--- src/sv/route_segment_table_unit_defines.svh ---
// Assertion macros for the route segment table RTL.
`ifndef ROUTE_SEGMENT_TABLE_UNIT_DEFINES_SVH
`define ROUTE_SEGMENT_TABLE_UNIT_DEFINES_SVH

`ifndef SYNTHESIS
// Same-cycle implication, disabled during reset.
`define RSEG_ASSERT_IMP(lbl, clk, rst, ante, cons, msg) \
  lbl: assert property (@(posedge clk) disable iff (rst) (ante) |-> (cons)) else $error(msg);
// Next-cycle implication, disabled during reset.
`define RSEG_ASSERT_NXT(lbl, clk, rst, ante, cons, msg) \
  lbl: assert property (@(posedge clk) disable iff (rst) (ante) |=> (cons)) else $error(msg);
`else
`define RSEG_ASSERT_IMP(lbl, clk, rst, ante, cons, msg)
`define RSEG_ASSERT_NXT(lbl, clk, rst, ante, cons, msg)
`endif

`endif

--- src/sv/rseg_pkg.sv ---
// Types, codes and helper functions for the route segment table.
`default_nettype none

package rseg_pkg;

  localparam int TABLE_DEPTH_DEF  = 32;
  localparam int PAYLOAD_BITS_DEF = 32;

  localparam int          ATTR_PAIRS  = 5;
  localparam logic [3:0]  ATTR_SEP_ID = 4'd4;

  localparam logic [1:0] FUNC_PUSH  = 2'd0;
  localparam logic [1:0] FUNC_CLEAR = 2'd1;

  typedef enum logic [2:0] {
    ST_INSERTED   = 3'd0,
    ST_DUPLICATE  = 3'd1,
    ST_INCOMPLETE = 3'd2,
    ST_FULL       = 3'd3,
    ST_CLEARED    = 3'd4,
    ST_EMPTY      = 3'd5,
    ST_UPDATED    = 3'd6
  } rseg_status_t;

  typedef enum logic [1:0] {
    S_IDLE,
    S_SCAN,
    S_FINISH
  } rseg_state_t;

  // Table commands issued by the sequencer.
  typedef struct packed {
    logic rd_en;
    logic upd_en;
    logic ins_en;
  } rseg_tbl_cmd_t;

  // Compare result of the entry read in the previous cycle.
  typedef struct packed {
    logic hit_valid;
    logic hit;
  } rseg_tbl_stat_t;

  // First attribute pair carrying the separation id wins; otherwise fall back.
  function automatic logic [3:0] pick_separation(input logic [19:0] ids,
                                                 input logic [19:0] vals,
                                                 input logic [3:0]  fallback);
    logic [3:0] res;
    res = fallback;
    for (int k = ATTR_PAIRS - 1; k >= 0; k--) begin
      if (ids[4*k +: 4] == ATTR_SEP_ID) begin
        res = vals[4*k +: 4];
      end
    end
    return res;
  endfunction

endpackage

`default_nettype wire

--- src/sv/rseg_entry_table.sv ---
// Entry memory with registered read, id compare, insert and separation write-back.
`default_nettype none

module rseg_entry_table
  import rseg_pkg::*;
#(
  parameter int TABLE_DEPTH  = TABLE_DEPTH_DEF,
  parameter int PAYLOAD_BITS = PAYLOAD_BITS_DEF,
  localparam int AW = (TABLE_DEPTH > 1) ? $clog2(TABLE_DEPTH) : 1
) (
  input  wire logic                    clk,
  input  wire logic                    rst,
  input  wire rseg_tbl_cmd_t           cmd,
  input  wire logic [AW-1:0]           rd_addr,
  input  wire logic [7:0]              key_id,
  input  wire logic [3:0]              new_sep,
  input  wire logic [AW-1:0]           ins_addr,
  input  wire logic [PAYLOAD_BITS-1:0] ins_data,
  output rseg_tbl_stat_t               stat
);

  typedef struct packed {
    logic [7:0]              id;
    logic [3:0]              sep;
    logic [PAYLOAD_BITS-1:0] data;
  } rseg_word_t;

  rseg_word_t mem [TABLE_DEPTH];

  rseg_word_t    rd_word;
  logic [AW-1:0] rd_tag;
  logic          rd_valid;
  logic          hit;

  assign hit            = rd_valid && (rd_word.id == key_id);
  assign stat.hit_valid = rd_valid;
  assign stat.hit       = hit;

  always_ff @(posedge clk) begin
    if (rst) begin
      rd_valid <= 1'b0;
    end else begin
      rd_valid <= cmd.rd_en;
    end
  end

  // Write-back always targets an address older than the one being read,
  // and inserts happen only with no read in flight, so no forwarding.
  always_ff @(posedge clk) begin
    if (cmd.rd_en) begin
      rd_word <= mem[rd_addr];
      rd_tag  <= rd_addr;
    end
    if (cmd.ins_en) begin
      mem[ins_addr] <= '{id: key_id, sep: new_sep, data: ins_data};
    end else if (cmd.upd_en && hit) begin
      mem[rd_tag] <= '{id: rd_word.id, sep: new_sep, data: rd_word.data};
    end
  end

endmodule

`default_nettype wire

--- src/sv/route_segment_table_unit.sv ---
// Route segment table: sequencer, output register and top-level ports.
//
// Input channel s_*: one command per transfer. s_tuser carries func
// (push, clear, attribute update); s_tdata carries the segment fields.
// Output channel m_*: one result per command. m_tuser carries the status
// code, m_tdata the entry count, match count and separation in force.
//
// A push or update walks the held entries through the entry memory, one
// read per cycle through its registered read port, and takes a new command
// only after the walk and its last step are done; a clear skips the walk.
// The walk over the memory read port sets how long a push or update takes.
//
// The result sits in an output register; the next command is accepted
// while it waits. If the receiver stalls, a finished command holds in its
// last step until the output register frees up, and s_tready stays low.
//
// Reset empties the table (fill count zero) and zeroes the separation in
// force; memory contents are not cleared and need no clearing pass.
`default_nettype none

`include "route_segment_table_unit_defines.svh"

module route_segment_table_unit
  import rseg_pkg::*;
#(
  parameter int TABLE_DEPTH  = TABLE_DEPTH_DEF,
  parameter int PAYLOAD_BITS = PAYLOAD_BITS_DEF
) (
  input  wire logic        clk,
  input  wire logic        rst,
  input  wire logic        s_tvalid,
  output logic             s_tready,
  // seg_id[7:0], complete[8], separation[12:9], payload[44:13],
  // attr_ids[64:45], attr_vals[84:65], zero pad[87:85]
  input  wire logic [87:0] s_tdata,
  // func[1:0]
  input  wire logic [1:0]  s_tuser,
  output logic             m_tvalid,
  input  wire logic        m_tready,
  // entry_count[5:0], matched[11:6], chosen_separation[15:12]
  output logic [15:0]      m_tdata,
  // status[2:0]
  output logic [2:0]       m_tuser
);

  localparam int AW = (TABLE_DEPTH > 1) ? $clog2(TABLE_DEPTH) : 1;
  localparam int CW = $clog2(TABLE_DEPTH + 1);

  rseg_state_t state, state_next;

  logic [1:0]              func_q;
  logic [7:0]              sid_q;
  logic                    complete_q;
  logic [3:0]              sep_q;
  logic [PAYLOAD_BITS-1:0] payload_q;
  logic [3:0]              chosen_q;

  logic [CW-1:0] fill, fill_next;
  logic [3:0]    cur_sep, cur_sep_next;
  logic [CW-1:0] rd_idx;
  logic          dup;
  logic [CW-1:0] matched;

  logic         out_valid;
  rseg_status_t out_status;
  logic [5:0]   out_count;
  logic [5:0]   out_matched;
  logic [3:0]   out_sep;

  logic           accept, is_upd, is_clear, scan_done, finish_go;
  rseg_status_t   fin_status;
  rseg_tbl_cmd_t  tbl_cmd;
  rseg_tbl_stat_t tbl_stat;

  assign s_tready  = (state == S_IDLE);
  assign accept    = s_tvalid && s_tready;
  assign is_upd    = func_q[1];
  assign is_clear  = (func_q == FUNC_CLEAR);
  assign scan_done = (rd_idx >= fill) && !tbl_stat.hit_valid;
  assign finish_go = (state == S_FINISH) && (!out_valid || m_tready);

  assign m_tvalid = out_valid;
  assign m_tuser  = out_status;
  assign m_tdata  = {out_sep, out_matched, out_count};

  // Next state.
  always_comb begin
    state_next = state;
    unique case (state)
      S_IDLE: begin
        if (accept) begin
          state_next = (s_tuser == FUNC_CLEAR) ? S_FINISH : S_SCAN;
        end
      end
      S_SCAN: begin
        if (scan_done) begin
          state_next = S_FINISH;
        end
      end
      S_FINISH: begin
        if (finish_go) begin
          state_next = S_IDLE;
        end
      end
      default: state_next = S_IDLE;
    endcase
  end

  // Result decision, table commands, and next fill count and separation.
  always_comb begin
    priority if (is_upd) begin
      fin_status = ST_UPDATED;
    end else if (is_clear) begin
      fin_status = (fill == '0) ? ST_EMPTY : ST_CLEARED;
    end else if (dup) begin
      fin_status = ST_DUPLICATE;
    end else if (!complete_q) begin
      fin_status = ST_INCOMPLETE;
    end else if (fill >= CW'(TABLE_DEPTH)) begin
      fin_status = ST_FULL;
    end else begin
      fin_status = ST_INSERTED;
    end

    tbl_cmd.rd_en  = (state == S_SCAN) && (rd_idx < fill);
    tbl_cmd.upd_en = (state == S_SCAN) && is_upd;
    tbl_cmd.ins_en = finish_go && (fin_status == ST_INSERTED);

    fill_next    = fill;
    cur_sep_next = cur_sep;
    if (finish_go) begin
      if (fin_status == ST_CLEARED) begin
        fill_next = '0;
      end else if (fin_status == ST_INSERTED) begin
        fill_next = fill + CW'(1);
      end
      if (is_upd) begin
        cur_sep_next = chosen_q;
      end else if (!is_clear) begin
        cur_sep_next = sep_q;
      end
    end
  end

  always_ff @(posedge clk) begin
    if (rst) begin
      state     <= S_IDLE;
      fill      <= '0;
      cur_sep   <= '0;
      out_valid <= 1'b0;
    end else begin
      state   <= state_next;
      fill    <= fill_next;
      cur_sep <= cur_sep_next;
      if (finish_go) begin
        out_valid <= 1'b1;
      end else if (m_tready) begin
        out_valid <= 1'b0;
      end
    end
  end

  // Capture the command, advance the walk, collect compare results and register the result.
  always_ff @(posedge clk) begin
    if (accept) begin
      func_q     <= s_tuser;
      sid_q      <= s_tdata[7:0];
      complete_q <= s_tdata[8];
      sep_q      <= s_tdata[12:9];
      payload_q  <= PAYLOAD_BITS'(s_tdata[44:13]);
      chosen_q   <= pick_separation(s_tdata[64:45], s_tdata[84:65], s_tdata[12:9]);
      rd_idx     <= '0;
      dup        <= 1'b0;
      matched    <= '0;
    end else if (state == S_SCAN) begin
      if (tbl_cmd.rd_en) begin
        rd_idx <= rd_idx + CW'(1);
      end
      if (tbl_stat.hit_valid && tbl_stat.hit) begin
        dup     <= 1'b1;
        matched <= matched + CW'(1);
      end
    end
    if (finish_go) begin
      out_status  <= fin_status;
      out_count   <= 6'(fill_next);
      out_matched <= is_upd ? 6'(matched) : 6'd0;
      out_sep     <= cur_sep_next;
    end
  end

  rseg_entry_table #(
    .TABLE_DEPTH  (TABLE_DEPTH),
    .PAYLOAD_BITS (PAYLOAD_BITS)
  ) u_table (
    .clk      (clk),
    .rst      (rst),
    .cmd      (tbl_cmd),
    .rd_addr  (rd_idx[AW-1:0]),
    .key_id   (sid_q),
    .new_sep  (is_upd ? chosen_q : sep_q),
    .ins_addr (fill[AW-1:0]),
    .ins_data (payload_q),
    .stat     (tbl_stat)
  );

  `RSEG_ASSERT_IMP(a_fill_bound, clk, rst, 1'b1, fill <= CW'(TABLE_DEPTH), "fill count above depth")
  `RSEG_ASSERT_IMP(a_hit_in_scan, clk, rst, tbl_stat.hit_valid, state == S_SCAN, "compare result outside walk")
  `RSEG_ASSERT_IMP(a_walk_bound, clk, rst, state == S_SCAN, rd_idx <= fill, "walk ran past held entries")
  `RSEG_ASSERT_NXT(a_insert_grows, clk, rst, tbl_cmd.ins_en, fill == $past(fill) + CW'(1), "insert did not grow table")

endmodule

`default_nettype wire

--- config.mk ---
export PLATFORM = sky130hd
export DESIGN_NAME = route_segment_table_unit
export DESIGN_NICKNAME = d
export VERILOG_FILES = /design/src/sv/rseg_pkg.sv /design/src/sv/rseg_entry_table.sv /design/src/sv/route_segment_table_unit.sv
export VERILOG_INCLUDE_DIRS = /design/src /design/src/sv
export SDC_FILE = /design/constraint.sdc
export NUM_CORES = 1
export LEC_CHECK = 0
export ABC_AREA = 0
export BUFFER_PORTS_ARGS = -buffer_cell sky130_fd_sc_hd__buf_2
export CORE_UTILIZATION = 60
export CTS_CLUSTER_DIAMETER = 60
export DETAILED_ROUTE_END_ITERATION = 10
export HOLD_SLACK_MARGIN = 0.1
export PLACE_DENSITY = 0.76
export SYNTH_ARGS = -nofsm -noshare
export SYNTH_HDL_FRONTEND = slang
export SYNTH_HIERARCHICAL = 1
export SYNTH_SLANG_ARGS = --single-unit
--- constraint.sdc ---
create_clock -name clk -period 5.9 [get_ports clk]
set_input_delay 0.59 -clock clk [delete_from_list [all_inputs] [get_ports clk]]
set_output_delay 0.59 -clock clk [all_outputs]
set_load 0.02 [all_outputs]
== After elaboration in Yosys (flattened, before gate mapping) ==
Memory sizes are Yosys's and may differ from the RTL's. A register that Yosys moved wholly into a read port is not among the register bits.
Cells that the tools add are included.

* Logic and storage cells: 93
* Flip-flop bits (word level): 102
* Bits of input ports: 94
* Memory bits (writable): 1408
* Memories: 1

* Magnitude comparators: 3
* Equality and inequality tests: 14
* Reduce and logical (&&, ||, !) cells: 20
* Add/sub/neg operators: 3
* Multiplexer cells: 33

{| class="wikitable"
|+ Memories
! name !! depth !! width !! read ports !! clocked after memory_dff !! write ports !! line !! RTL
|-
| u_table.mem || 32 || 44 || 1 || 1 || 1 || rseg_entry_table.sv:28 || <nowiki>rseg_word_t mem [TABLE_DEPTH];</nowiki>
|}

{| class="wikitable"
|+ Operators by type and width
! operator !! number
|-
| 44-bit two-way mux || 1
|-
| 44-bit OR reduction || 1
|-
| 4-bit two-way mux || 9
|-
| 4-bit by 3-bit equality test with 1-bit output (second input constant) || 5
|-
| 6-bit by 1-bit adder with 6-bit output (second input constant) || 3
|-
| 6-bit two-way mux || 3
|-
| 2-bit two-way mux || 7
|-
| 1-bit logical AND || 9
|-
| 1-bit two-way mux || 9
|-
| 8-bit equality test || 1
|-
| 2-bit by 1-bit equality test with 1-bit output (second input constant) || 3
|-
| 6-bit >= comparator || 1
|-
| 6-bit >= comparator (second input constant) || 1
|-
| 6-bit logical NOT || 1
|-
| 6-bit < comparator || 1
|-
| 3-bit two-way mux || 2
|-
| 2-bit case mux with 3 select lines || 1
|-
| 5-bit two-way mux || 1
|-
| 2-bit inequality test (second input constant) || 2
|-
| 2-bit AND reduction || 2
|-
| 3-bit equality test (second input constant) || 1
|-
| 3-bit logical NOT || 1
|-
| 3-bit AND reduction || 1
|-
| 2-bit equality test (second input constant) || 1
|-
| 5 further kinds || 6
|}

== Logic depth before layout (Yosys ltp) ==
* Depth in word-level cells: 12
* Mapped depth: 11
* Gate-level depth less buffers: 9

== Cells and area by module ==
Netlist, hierarchy kept.

{| class="wikitable"
|+ By module, submodules not included
! module !! seq. area each (um^2) !! cells an instance !! times used !! area an instance (um^2)
|-
| rseg_entry_table || 8097.8 || 508 || 1 || 10787.8
|-
| route_segment_table_unit || 2622.5 || 309 || 1 || 4072.7
|}

== Worst setup path before layout ==
Ideal clock, no wire load.

* Path type: input -> register
* Start: input port m_tready
* End: memory u_table/mem[0][36] (netlist name) (enable)
* Arrival: 3.112 ns
* Stages: 9
* Buffers on the path: 0
* Library setup time: 0.384 ns
* Setup slack: 2.404 ns
* Required time: 5.516 ns
* Path through: nand2b_1 > nand2_2 > clkinv_2 > nand4_4 > inv_1 > nor2b_1 > nor4b_1 > o2111ai_1 > o21ai_0

{| class="wikitable"
|+ RTL lines
! what !! line !! RTL
|-
| start: declaration || route_segment_table_unit.sv:39 || <nowiki>input wire logic m_tready,</nowiki>
|-
| end: declaration || rseg_entry_table.sv:28 ||
|}

==> impl_metrics.ini <==
[run_status]
run_status = completed

[worst_hold_path]
holdCritPathClass = input pin to flip-flop

[cells_and_area]
nets = 1006
area_growth_pct = 13.22
storage_element_area_mm2 = 0.009764
num-fill-cells = 1428
antenna_cells = 0
fraction_of_layout_cells_with_a_size_suffix_above_1_pct = 28.80
multi_input_comb_area_mm2 = 0.003901

[timing]
finalMaxSlewViolations = 0
final_period_util_pct = 69.87
hold_viol = 0
max_slew.worst_pin.slew_ns = 1.220
relSlewSlack_pct = 18.26
top_achievable_clock_speed_mhz = 242.6
period_minus_slack_ns = 4.123
setup_violations = 0
finalSetupTns_ns = 0
rsz0062_at_grt = false
timing.clock.skew_ns = 0.02103
holdWs_ns = 0.2100

[pwr]
power.net_switching_mw = 1.050
power_frac_comb_pct = 6.2
power.density_cell_area_mw_per_mm2 = 307.6
p_leak_nw = 5.142
clkPwrFrac_pct = 37.9
max_rail_drop_vdd_mv = 0.2276
p_seq_share_pct = 55.9
power.switching_fraction_pct = 21.69
internal-power_mw = 3.790

[clock_tree]
cts_hold_buf = 0
cts_buffer_depth = 3
clock_tree_from_tritoncts = yes
clk_transition_reported_paths_ns = 0.07
cts_setup_buffers = 0
cts-buffers-inserted = 31
ctsHtreeMaxLevel = 1
cts_resized = 0
clock-root-buffer = sky130_fd_sc_hd__clkbuf_16
clk_latency_ns = 0.56
cts.sink_count = 334

[route]
post_drt_via_cell_ratio = 6.411
route.antenna.remaining_nets = 0
dr_total_vias = 7770
detailedRoute.firstIterationViolations = 625
detail_route.first_pass.iterations = 5
average_wire_length_per_cell_after_detail_routing_um = 23.86
wl_mm = 28.92
drc = 0

[setup_path]
start_kind = flip-flop
critPathCaptureType = flip-flop
timing_worst_setup_path_type = flip-flop to flip-flop
worstPathMaxFanout = 15
crit_required_ns = 6.07
cp.arrival_ns = 4.30

[floorplanning]
floorplan.initialDensity_pct = 61.21
cell_row_count = 55
die_width_um = 154.2
floorplan.die_area_mm2 = 0.02378
io_pins = 115
die-height_um = 154.2
placeableCoreArea_mm2 = 0.02271

[yosys]
synth-warning-count = 6
netlist_area_mm2 = 0.01390
syn_nets = 889
post_synth.cell_area_avg_um2 = 17.71
postSynthCellCount = 785

[global_route]
maximum_number_of_pins_on_one_net_before_global_route_repair = 72
grt_pass1_vias = 7710
grt_antenna_before_repair = 0
grt-ovfl-total = 0
overall_track_demand_over_capacity_in_global_routing_pct = 24.94
first_pass_grt_wire_length_mm = 43.99

[job]
drv.max_cap_violation_count = 0

[place]
port-buffer-count = 79
gpl.final_weighted_congestion = 0.9639
detailed_place_hpwl_mm = 18.66
sequential cells by signal, summed over array words and instances, names as in the netlist, 3 cells and up:
register and count:
chosen_q 4, cur_sep 4, fill 6, m_tuser 3, matched 6, out_count 6
out_matched 6, out_sep 4, rd_idx 6, sep_q 4, sid_q 8, u_table/mem 256
u_table/rd_tag 5, u_table/rd_word 8
placed cells by master (no fill, tap or decap), types with 11 or more instances in the layout:
master                      instances
sky130_fd_sc_hd__o21ai_0           34
sky130_fd_sc_hd__nand2b_1          11
sky130_fd_sc_hd__clkbuf_1          11
sky130_fd_sc_hd__mux4_2            80
sky130_fd_sc_hd__nor2_1            24
sky130_fd_sc_hd__nand2_1           62
sky130_fd_sc_hd__dfxtp_1           25
sky130_fd_sc_hd__buf_4             43
sky130_fd_sc_hd__buf_2             79
sky130_fd_sc_hd__xor2_1            11
sky130_fd_sc_hd__inv_1             14
sky130_fd_sc_hd__clkbuf_16         31
sky130_fd_sc_hd__nor2b_1           15
sky130_fd_sc_hd__edfxtp_1         307
worst max-delay path: stages, from the launching register on:
cell and delay [ns]:
sky130_fd_sc_hd__edfxtp_1 0.61, sky130_fd_sc_hd__or2_1 0.35, sky130_fd_sc_hd__o221a_2 0.34, sky130_fd_sc_hd__nand4_4 0.15, sky130_fd_sc_hd__inv_1 0.13, sky130_fd_sc_hd__nor2b_1 0.21
sky130_fd_sc_hd__nor4b_1 0.54, sky130_fd_sc_hd__nand4_1 0.36, sky130_fd_sc_hd__o21ai_0 1.05
path summary, 6_finish.rpt:
kind / slack (ns) / from / depth (start not counted) / to
setup / recovery: 1.78 / func_q[0]$_DFFE_PP_ / 8 / u_table/mem[21][39]$_DFFE_PP_
hold / removal: 0.21 / s_tdata[1] / 1 / sid_q[1]$_DFFE_PP_
setup reg to reg: 1.78 / func_q[0]$_DFFE_PP_ / 8 / u_table/mem[21][39]$_DFFE_PP_
hold reg to reg: 0.49 / rd_idx[5]$_SDFFE_PP0P_ / 2 / rd_idx[5]$_SDFFE_PP0P_
final cells by class:
class	count	share of cell area, %
clock buffer	43	5.279
timing repair buffer	122	4.564
sequential	334	62.04
tap	285	2.266
multi-input combinational	397	24.79
inverter	16	0.3896
clock inverter	15	0.6678
layer usage:
layer / vias to the layer above / GRT usage [%] / wire, µm
met4: 0 / 7.762 / 716
li1: 3405 / - / -
met5: - / 0 / 0
met3: 51 / 2.858 / 2397
met2: 426 / 40.69 / 14180
met1: 3888 / 35.97 / 11620
power groups by stage:
stage	combinational, mW	clock (mW)	sequential, mW
after floorplan	0.156	0	2.77
after global placement	0.284	0	2.75
after detailed placement	0.299	0	2.75
after CTS	0.301	1.86	2.71
after global routing	0.323	1.95	2.71
final	0.299	1.84	2.71
metrics by stage:
stage / area [µm²] / setup slack [ns] / instances / util, % / total power, mW
final: 15740 / 1.777 / 1212 / 69.30 / 4.840
after global routing: 15740 / 1.448 / 1212 / 69.30 / 4.983
after CTS: 15740 / 1.806 / 1212 / 69.30 / 4.868
after detailed placement: 14800 / 1.466 / 1154 / 65.18 / 3.053
after global placement: 14800 / 1.542 / 1154 / 65.18 / 3.036
after floorplan: 13900 / 2.404 / 785 / - / 2.926
Note: power is estimated with default switching activity, not from simulation.
